File: config.mk
export PLATFORM = sky130hd
export DESIGN_NAME = raycast_wall_texel_address_unit
export DESIGN_NICKNAME = d
export VERILOG_FILES = /design/src/hdl/rwta_pkg.sv /design/src/hdl/rwta_front.sv /design/src/hdl/rwta_fifo.sv /design/src/hdl/rwta_back.sv /design/src/hdl/raycast_wall_texel_address_unit.sv
export SDC_FILE = /design/constraint.sdc
export NUM_CORES = 2
export LEC_CHECK = 0
export BUFFER_PORTS_ARGS = -buffer_cell sky130_fd_sc_hd__buf_4
export CAP_MARGIN = 15
export CORE_MARGIN = 2
export CORE_UTILIZATION = 60
export CTS_BUF_LIST = sky130_fd_sc_hd__clkbuf_8
export CTS_CLUSTER_DIAMETER = 120
export DETAILED_ROUTE_END_ITERATION = 10
export GPL_TIMING_DRIVEN = 0
export PLACE_DENSITY_LB_ADDON = 0.2
export SYNTH_ARGS = -nofsm -noshare
export SYNTH_HDL_FRONTEND = slang
export SYNTH_SLANG_ARGS = --single-unit
export TNS_END_PERCENT = 20
File: constraint.sdc
create_clock -name clk_i -period 65.8 [get_ports clk_i]
set_clock_uncertainty 0.15 [all_clocks]
set_input_delay 13.16 -clock clk_i [delete_from_list [all_inputs] [get_ports clk_i]]
set_output_delay 13.16 -clock clk_i [all_outputs]
set_load 0.02 [all_outputs]
File: src/hdl/rwta_pkg.sv
// Shared types, constants and helpers for the wall texel address unit.
// No dependencies.
`timescale 1ns / 1ps

package rwta_pkg;

  // Configuration register indexes
  typedef enum logic [1:0] {
    REG_SCREEN_HEIGHT  = 2'd0,
    REG_TEXTURE_WIDTH  = 2'd1,
    REG_TEXTURE_HEIGHT = 2'd2
  } cfg_reg_e;

  localparam logic [11:0] SCREEN_HEIGHT_RST = 12'd480;
  localparam logic [10:0] TEX_SIZE_RST      = 11'd64;
  localparam logic [10:0] TEX_SIZE_MAX      = 11'd1024;

  // Texture row divider: 11 quotient bits, 39-bit numerator, 28-bit divisor
  localparam int unsigned DIV_BITS = 11;
  localparam int unsigned NUM_W    = 39;
  localparam int unsigned DEN_W    = 28;
  localparam int unsigned NUM_STG  = DIV_BITS + 2;

  // Input item
  typedef struct packed {
    logic [11:0]        column;
    logic [11:0]        row;
    logic               wall_side;
    logic [31:0]        pos_x;
    logic [31:0]        pos_y;
    logic signed [19:0] dir_x;
    logic signed [19:0] dir_y;
    logic [31:0]        perp_dist;
    logic [19:0]        line_height;
    logic [11:0]        wall_top;
    logic [11:0]        wall_bottom;
    logic [3:0]         tex_index;
  } in_item_t;

  // Result item
  typedef struct packed {
    logic [11:0] out_column;
    logic [11:0] out_row;
    logic [3:0]  out_tex_index;
    logic [9:0]  tex_x;
    logic [9:0]  tex_y;
    logic        drawn;
  } result_t;

  // Classified item, front to back
  typedef struct packed {
    logic [11:0]        col;
    logic [11:0]        row;
    logic [3:0]         tidx;
    logic               mirror;
    logic               drawn;
    logic               neg;
    logic [15:0]        pos16;
    logic [31:0]        perp;
    logic signed [19:0] dir;
    logic [27:0]        dmag;
    logic [19:0]        height;
  } work_t;

  // One stage of the back pipeline
  typedef struct packed {
    logic [11:0]        col;
    logic [11:0]        row;
    logic [3:0]         tidx;
    logic               mirror;
    logic               drawn;
    logic               neg;
    logic [15:0]        pos16;
    logic [15:0]        prod16;
    logic [9:0]         tx;
    logic [NUM_W-1:0]   rem;
    logic [DEN_W-1:0]   den;
    logic [DIV_BITS-1:0] quo;
    logic               sat;
  } stage_t;

  // Texture size saturates into [1, 1024]
  function automatic logic [10:0] clamp_tex(logic [10:0] v);
    logic [10:0] r;
    if (v == 11'd0) begin
      r = 11'd1;
    end else if (v > TEX_SIZE_MAX) begin
      r = TEX_SIZE_MAX;
    end else begin
      r = v;
    end
    return r;
  endfunction

endpackage

File: src/hdl/rwta_front.sv
// Front classifier: picks the hit axis, mirror and drawn flags, row offset.
// Depends on rwta_pkg.
`timescale 1ns / 1ps

module rwta_front import rwta_pkg::*; (
  input  in_item_t    item_i,
  input  logic [11:0] screen_height_i,
  output work_t       work_o
);

  logic signed [29:0] d;
  logic               side;

  assign side = item_i.wall_side;

  // d = row*256 - H*128 + height*128
  assign d = $signed({10'd0, item_i.row, 8'd0})
           - $signed({11'd0, screen_height_i, 7'd0})
           + $signed({3'd0, item_i.line_height, 7'd0});

  always_comb begin
    work_o.col    = item_i.column;
    work_o.row    = item_i.row;
    work_o.tidx   = item_i.tex_index;
    // x-side facing +x or y-side facing -y reads the texture mirrored
    work_o.mirror = (!side && !item_i.dir_x[19] && (item_i.dir_x != 20'sd0))
                  || (side && item_i.dir_y[19]);
    work_o.drawn  = (item_i.row >= item_i.wall_top) && (item_i.row < item_i.wall_bottom)
                  && (item_i.line_height != 20'd0);
    work_o.neg    = d[29];
    work_o.pos16  = side ? item_i.pos_x[15:0] : item_i.pos_y[15:0];
    work_o.perp   = item_i.perp_dist;
    work_o.dir    = side ? item_i.dir_x : item_i.dir_y;
    work_o.dmag   = d[27:0];
    work_o.height = item_i.line_height;
  end

endmodule

File: src/hdl/rwta_fifo.sv
// Two-entry queue between the front classifier and the back pipeline.
// Depends on rwta_pkg.
`timescale 1ns / 1ps

module rwta_fifo import rwta_pkg::*; (
  input  logic  clk_i,
  input  logic  rst_ni,
  input  logic  push_i,
  input  work_t data_i,
  output logic  full_o,
  input  logic  pop_i,
  output work_t data_o,
  output logic  empty_o
);

  work_t       mem_q [2];
  logic        wptr_q, rptr_q;
  logic [1:0]  cnt_q;
  logic        do_push, do_pop;

  assign full_o  = (cnt_q == 2'd2);
  assign empty_o = (cnt_q == 2'd0);
  assign do_push = push_i && !full_o;
  assign do_pop  = pop_i && !empty_o;
  assign data_o  = mem_q[rptr_q];

  // Pointers and fill count
  always_ff @(posedge clk_i or negedge rst_ni) begin
    if (!rst_ni) begin
      wptr_q <= 1'b0;
      rptr_q <= 1'b0;
      cnt_q  <= 2'd0;
    end else begin
      if (do_push) wptr_q <= !wptr_q;
      if (do_pop)  rptr_q <= !rptr_q;
      cnt_q <= cnt_q + 2'(do_push) - 2'(do_pop);
    end
  end

  // Storage
  always_ff @(posedge clk_i) begin
    if (do_push) mem_q[wptr_q] <= data_i;
  end

endmodule

File: src/hdl/rwta_back.sv
// Back pipeline: hit fraction multiply, texture column, restoring divide for
// the texture row, then a result register. Depends on rwta_pkg.
`timescale 1ns / 1ps

module rwta_back import rwta_pkg::*; #(
  parameter int unsigned TEXTURE_COUNT = 16
) (
  input  logic        clk_i,
  input  logic        rst_ni,
  input  work_t       head_i,
  input  logic        head_empty_i,
  output logic        head_pop_o,
  input  logic [10:0] texw_i,
  input  logic [10:0] texh_i,
  input  logic        pop,
  output logic        empty,
  output result_t     result_o
);

  stage_t      st_q [NUM_STG];
  stage_t      st_d [NUM_STG];
  logic        v_q  [NUM_STG];
  logic        en;
  logic        out_v_q;
  result_t     out_q, out_d;
  logic [31:0] dir_ext;
  logic [31:0] prod;
  logic [15:0] frac;
  logic [26:0] txp;
  logic [10:0] texh_m1;
  logic [10:0] q_sat;
  logic [10:0] tx_m;
  logic [3:0]  tidx_map [16];

  // Whole pipeline moves when the result register is free or drained
  assign en         = !out_v_q || pop;
  assign head_pop_o = en && !head_empty_i;
  assign empty      = !out_v_q;
  assign result_o   = out_q;

  // Stage 0: low half of perp * dir, and numerator of the row divide
  assign dir_ext = {{12{head_i.dir[19]}}, head_i.dir};
  assign prod    = head_i.perp * dir_ext;

  always_comb begin
    st_d[0]        = '0;
    st_d[0].col    = head_i.col;
    st_d[0].row    = head_i.row;
    st_d[0].tidx   = head_i.tidx;
    st_d[0].mirror = head_i.mirror;
    st_d[0].drawn  = head_i.drawn;
    st_d[0].neg    = head_i.neg;
    st_d[0].pos16  = head_i.pos16;
    st_d[0].prod16 = prod[31:16];
    st_d[0].rem    = {11'd0, head_i.dmag} * {28'd0, texh_i};
    st_d[0].den    = {head_i.height, 8'd0};
  end

  // Stage 1: fraction, texture column, quotient overflow
  assign frac = st_q[0].pos16 + st_q[0].prod16;
  assign txp  = {11'd0, frac} * {16'd0, texw_i};

  always_comb begin
    st_d[1]     = st_q[0];
    st_d[1].tx  = txp[25:16];
    st_d[1].sat = st_q[0].rem >= {st_q[0].den, 11'd0};
    st_d[1].quo = '0;
  end

  // Stages 2..: one restoring quotient bit each, most significant first
  for (genvar g = 0; g < DIV_BITS; g++) begin : g_div
    localparam int unsigned B = DIV_BITS - 1 - g;
    logic [NUM_W-1:0] shd;
    assign shd = {{(NUM_W-DEN_W){1'b0}}, st_q[g+1].den} << B;
    always_comb begin
      st_d[g+2] = st_q[g+1];
      if (st_q[g+1].rem >= shd) begin
        st_d[g+2].rem    = st_q[g+1].rem - shd;
        st_d[g+2].quo[B] = 1'b1;
      end
    end
  end

  // Texture index wrap table
  for (genvar g = 0; g < 16; g++) begin : g_tidx
    assign tidx_map[g] = 4'(g % TEXTURE_COUNT);
  end

  // Final: mirror the column, clamp the row
  assign texh_m1 = texh_i - 11'd1;
  assign tx_m    = texw_i - {1'b0, st_q[NUM_STG-1].tx} - 11'd1;

  always_comb begin
    if (st_q[NUM_STG-1].sat || (st_q[NUM_STG-1].quo > texh_m1)) begin
      q_sat = texh_m1;
    end else begin
      q_sat = st_q[NUM_STG-1].quo;
    end
    out_d.out_column    = st_q[NUM_STG-1].col;
    out_d.out_row       = st_q[NUM_STG-1].row;
    out_d.out_tex_index = tidx_map[st_q[NUM_STG-1].tidx];
    out_d.tex_x         = st_q[NUM_STG-1].mirror ? tx_m[9:0] : st_q[NUM_STG-1].tx;
    out_d.tex_y         = (st_q[NUM_STG-1].drawn && !st_q[NUM_STG-1].neg) ? q_sat[9:0]
                                                                         : 10'd0;
    out_d.drawn         = st_q[NUM_STG-1].drawn;
  end

  // Valid bits
  always_ff @(posedge clk_i or negedge rst_ni) begin
    if (!rst_ni) begin
      for (int i = 0; i < NUM_STG; i++) v_q[i] <= 1'b0;
      out_v_q <= 1'b0;
    end else if (en) begin
      v_q[0] <= !head_empty_i;
      for (int i = 1; i < NUM_STG; i++) v_q[i] <= v_q[i-1];
      out_v_q <= v_q[NUM_STG-1];
    end
  end

  // Payload
  always_ff @(posedge clk_i) begin
    if (en) begin
      for (int i = 0; i < NUM_STG; i++) st_q[i] <= st_d[i];
      out_q <= out_d;
    end
  end

endmodule

File: src/hdl/raycast_wall_texel_address_unit.sv
// Raycast wall texel address unit, top level.
// Depends on rwta_pkg, rwta_front, rwta_fifo, rwta_back.
//
// Usage:
//   Input queue side: drive in_item_i and raise push; the item is taken at a
//   clock edge with push high and full low. Result side: while empty is low,
//   result_o holds the oldest result; pop high at an edge takes it.
//   Configuration: cfg_index_i selects screen height (0), texture width (1)
//   or texture height (2); a write lands when cfg_valid_i and cfg_ready_o are
//   high. cfg_ready_o is always high. Write only while the unit is idle.
// Timing:
//   One item per clock sustained while results are popped. An item taken at an
//   edge moves from the input queue through one multiply stage, one column
//   stage, eleven divide stages (one texture row quotient bit each) and the
//   result register.
// Reset and stalls:
//   Reset empties the queue and pipeline and loads H=480, texture 64x64.
//   While a result waits unpopped the pipeline holds; the two-entry input
//   queue then fills and full rises.
`timescale 1ns / 1ps

module raycast_wall_texel_address_unit import rwta_pkg::*; #(
  parameter int unsigned TEXTURE_COUNT = 16
) (
  input  logic        clk_i,
  input  logic        rst_ni,
  input  logic        push,
  output logic        full,
  input  in_item_t    in_item_i,
  input  logic        pop,
  output logic        empty,
  output result_t     result_o,
  input  logic        cfg_valid_i,
  output logic        cfg_ready_o,
  input  logic [1:0]  cfg_index_i,
  input  logic [11:0] cfg_data_i
);

  logic [11:0] screen_height_q;
  logic [10:0] texture_width_q, texture_height_q;
  logic [10:0] texw, texh;
  work_t       work, head;
  logic        head_empty, head_pop;

  assign cfg_ready_o = 1'b1;

  // Configuration registers
  always_ff @(posedge clk_i or negedge rst_ni) begin
    if (!rst_ni) begin
      screen_height_q  <= SCREEN_HEIGHT_RST;
      texture_width_q  <= TEX_SIZE_RST;
      texture_height_q <= TEX_SIZE_RST;
    end else if (cfg_valid_i && cfg_ready_o) begin
      unique case (cfg_index_i)
        REG_SCREEN_HEIGHT:  screen_height_q  <= cfg_data_i;
        REG_TEXTURE_WIDTH:  texture_width_q  <= cfg_data_i[10:0];
        REG_TEXTURE_HEIGHT: texture_height_q <= cfg_data_i[10:0];
        default: ;
      endcase
    end
  end

  assign texw = clamp_tex(texture_width_q);
  assign texh = clamp_tex(texture_height_q);

  rwta_front u_front (
    .item_i          (in_item_i),
    .screen_height_i (screen_height_q),
    .work_o          (work)
  );

  rwta_fifo u_fifo (
    .clk_i   (clk_i),
    .rst_ni  (rst_ni),
    .push_i  (push),
    .data_i  (work),
    .full_o  (full),
    .pop_i   (head_pop),
    .data_o  (head),
    .empty_o (head_empty)
  );

  rwta_back #(
    .TEXTURE_COUNT (TEXTURE_COUNT)
  ) u_back (
    .clk_i        (clk_i),
    .rst_ni       (rst_ni),
    .head_i       (head),
    .head_empty_i (head_empty),
    .head_pop_o   (head_pop),
    .texw_i       (texw),
    .texh_i       (texh),
    .pop          (pop),
    .empty        (empty),
    .result_o     (result_o)
  );

endmodule

==> metrics.yaml <==
worstSetupStartpointType: "primary input"
antenna_violations_before_repair: 18
holdWs_ns: 0.221
timing_worst_slew_pin_value_ns: 1.31
first_global_vias: 59900
track_usage: 0.280
synth_most_common_cell: "sky130_fd_sc_hd__edfxtp_1"
cp_slowest_cell: "sky130_fd_sc_hd__nor2b_1"
fillers: 11600
route.final.wire_length_mm: 223
setup_viol_count_final: 0
place_congestion: 0.945
post_synth_mux_area_share: 0.0343
netlist_instances: 7646
placeableCoreArea_um2: 157000
post_synth_xor_area_fraction: 0.0314
postRouteAntennaNets: 0
final_min_period_over_clock_period: 0.279
via_count: 59200
syn-cell-area_um2: 95000
tritoncts: "done"
cts-hold-fix-buffers: 0
worst_ep_arrival_time_ns: 18.93
route.detailed.wl_per_inst_um: 21.3
synth_top_area_share: 0.502
asyncSetResetFlopFracSynth: 0.0317
port-buffer-count: 245
rsz0062_at_grt: "false"
synth_simple_gate_area_frac: 0.0895
dpl.hpwl_mm: 172
slew_headroom: 0.0990
synth_flop_cell: "sky130_fd_sc_hd__edfxtp_1"
clk_root_buffer_cell: "sky130_fd_sc_hd__clkbuf_8"
die_h_um: 402
cpPeakStageDelay_ns: 0.68
ys_warn_count: 0
layout-drive-gt1-share: 0.111
main_combinational_cell_family_by_area_after_synthesis: "adder cells"
crit_path_end_kind: "flip-flop"
status: "finished, final reports clean"
netlist_top_cells_count: "1586 x sky130_fd_sc_hd__edfxtp_1, 1123 x sky130_fd_sc_hd__inv_1, 803 x sky130_fd_sc_hd__nand2_1, 660 x sky130_fd_sc_hd__fa_1, 566 x sky130_fd_sc_hd__ha_1"
clock-sinks: 1638
yosys.area_share.adder: 0.214
cts_max_level: 5
floorplan.die_area_um2: 161000
cap_violations: 0
synth_fp_nets: 9100
initial_utilization: 0.606
reg2reg_slack_ns: 54.87
layout-area-overhead-vs-synth_pct: 10.9
chip_width_um: 402
maximum_number_of_pins_on_one_net_before_global_route_repair: 77
min-delay-path-class: "reg -> reg"
insertion_delay_ns: 1.04
synth_area_leaders: "sky130_fd_sc_hd__edfxtp_1 50%, sky130_fd_sc_hd__fa_1 14%, sky130_fd_sc_hd__ha_1 7.5%, sky130_fd_sc_hd__inv_1 4.4%, sky130_fd_sc_hd__nand2_1 3.2%"
core.rowCount: 145
cp_data_required_time_ns: 66.39
number_of_clock_buffers_inserted_by_tritoncts: 283
clockBufferDepth: 4
cts_setup_buffers: 0
compound_gate_portion_of_the_synthesized_area: 0.0639
cts_resized: 0
grt_pass1_wl_mm: 343
pin_count: 280
drt_first_pass_iters: 6
synth_top_area_cell: "sky130_fd_sc_hd__edfxtp_1"
finalHoldViolations: 0
worst-setup-path-type: "in -> reg"
nets: 9669
post-route-min-period_ns: 18.34
gr_ovfl_total: 0
remaining_drc_errors: 0
path_clk_slew_ns: 0.06
worstPathCellList: "buf_4 > inv_1 > fa_1 > nor2b_1 > o21ai_0 > a21boi_0 > o21ai_0 > a21boi_0 > o21ai_0 > a21boi_0 > nor2_1 > ha_1 > a21o_1 > a21o_1 > a41o_1 > a21oi_1 > o221ai_1 > o41ai_1 > nor2_1 > a211oi_1 > nor2b_1"
netlist-cell-type-count: 89
synth.yosys.seq_area_share: 0.515
critical_path_peak_fanout: 5
dr_iter_0_viols: 4544
max_clock_freq_mhz: 54.5
slew_viol_final: 0
synth_enable_flop_cells: 1586
vias_per_cell: 5.66
yosys_register_bits: 1638
avgSynthCellArea_um2: 12.4
-- metrics by stage --
| stage | instances | area (µm²) | setup slack (ns) | setup TNS (ns) | utilization |
|---|---|---|---|---|---|
| after floorplan | 7646 | 95000 | 12.20 | 0 | - |
| after global placement | 9949 | 99400 | -0.178 | -0.879 | 0.634 |
| after detailed placement | 9983 | 100000 | 46.69 | 0 | 0.639 |
| after CTS | 10500 | 105000 | 47.79 | 0 | 0.671 |
| after global routing | 10500 | 105000 | 47.24 | 0 | 0.672 |
| final | 10500 | 105000 | 47.46 | 0 | 0.672 |
-- flip-flops by register name, indices dropped and copies added, names as in the netlist, 2 cells and up --
register          count
u_back.st_q        1257
u_fifo.mem_q        280
u_fifo.cnt_q          2
texture_height_q     11
screen_height_q      12
u_back.result_o      49
texture_width_q      11
u_back.v_q           13
-- layout make-up --
class / count / area, µm² / share of cell area
Buffer: 171 / 681 / 0.00646
Sequential cell: 1638 / 48900 / 0.465
Multi-Input combinational cell: 4706 / 41100 / 0.391
Tap cell: 2058 / 2570 / 0.0245
Inverter: 1131 / 4250 / 0.0403
Antenna cell: 6 / 15.0 / 0.000143
Clock inverter: 182 / 1050 / 0.00998
Timing Repair Buffer: 284 / 2700 / 0.0256
Clock buffer: 289 / 3980 / 0.0378
-- cells in the final DEF, fill, tap and decap left out, types with 127 or more instances in the layout --
cell type	instances
sky130_fd_sc_hd__edfxtp_1	1586
sky130_fd_sc_hd__inv_1	1193
sky130_fd_sc_hd__nand2_1	803
sky130_fd_sc_hd__fa_1	660
sky130_fd_sc_hd__ha_1	566
sky130_fd_sc_hd__nor2_1	503
sky130_fd_sc_hd__clkbuf_8	289
sky130_fd_sc_hd__a21oi_1	260
sky130_fd_sc_hd__buf_4	250
sky130_fd_sc_hd__o21ai_0	240
sky130_fd_sc_hd__mux2_2	233
sky130_fd_sc_hd__xnor2_1	232
sky130_fd_sc_hd__clkbuf_1	127
-- per-layer routing --
metal | track usage | share of wire | vias to the layer above
li1 | - | - | 27300
met1 | 0.398 | 0.44 | 29600
met2 | 0.427 | 0.45 | 1996
met3 | 0.0686 | 0.081 | 381
met4 | 0.0882 | 0.028 | 6
met5 | 0 | 0.00018 | -
-- critical path: cells and delay by family --
family / cells / cell delay, ns
compound gates: 13 / 3.28
fa+ha+maj: 2 / 0.89
buf+inv: 2 / 0.56
simple gates: 4 / 1.00
-- path summary, 6_finish.rpt --
kind | to | cells after the start | startpoint
worst max-delay path | u_fifo.mem_q[0][116]$_DFFE_PP_ | 21 | in_item_i[185]
worst min-delay path | u_back.st_q[1][123]$_DFFE_PN_ | 0 | u_back.st_q[0][1187]$_DFFE_PN_
worst max register to register | u_back.st_q[0][98]$_DFFE_PN_ | 28 | u_fifo.rptr_q$_DFFE_PN0P_
worst min register to register | u_back.st_q[1][123]$_DFFE_PN_ | 0 | u_back.st_q[0][1187]$_DFFE_PN_
max in group asynchronous | texture_height_q[1]$_DFFE_PN0P_ | 1 | rst_ni
min in group asynchronous | texture_width_q[9]$_DFFE_PN0P_ | 1 | rst_ni
-- cells by family after synthesis --
family,after synthesis
other,1
DFF,1638
and+or+nand+nor,1891
muxes,296
adders and majority gates,1226
buffers and inverters,1302
xor gates and xnor gates,340
AOI/OAI and AO/OA,952
Power is left out: the tool's default activity adds up to more than one toggle a clock period on the data nets, which glitch-free logic cannot reach.
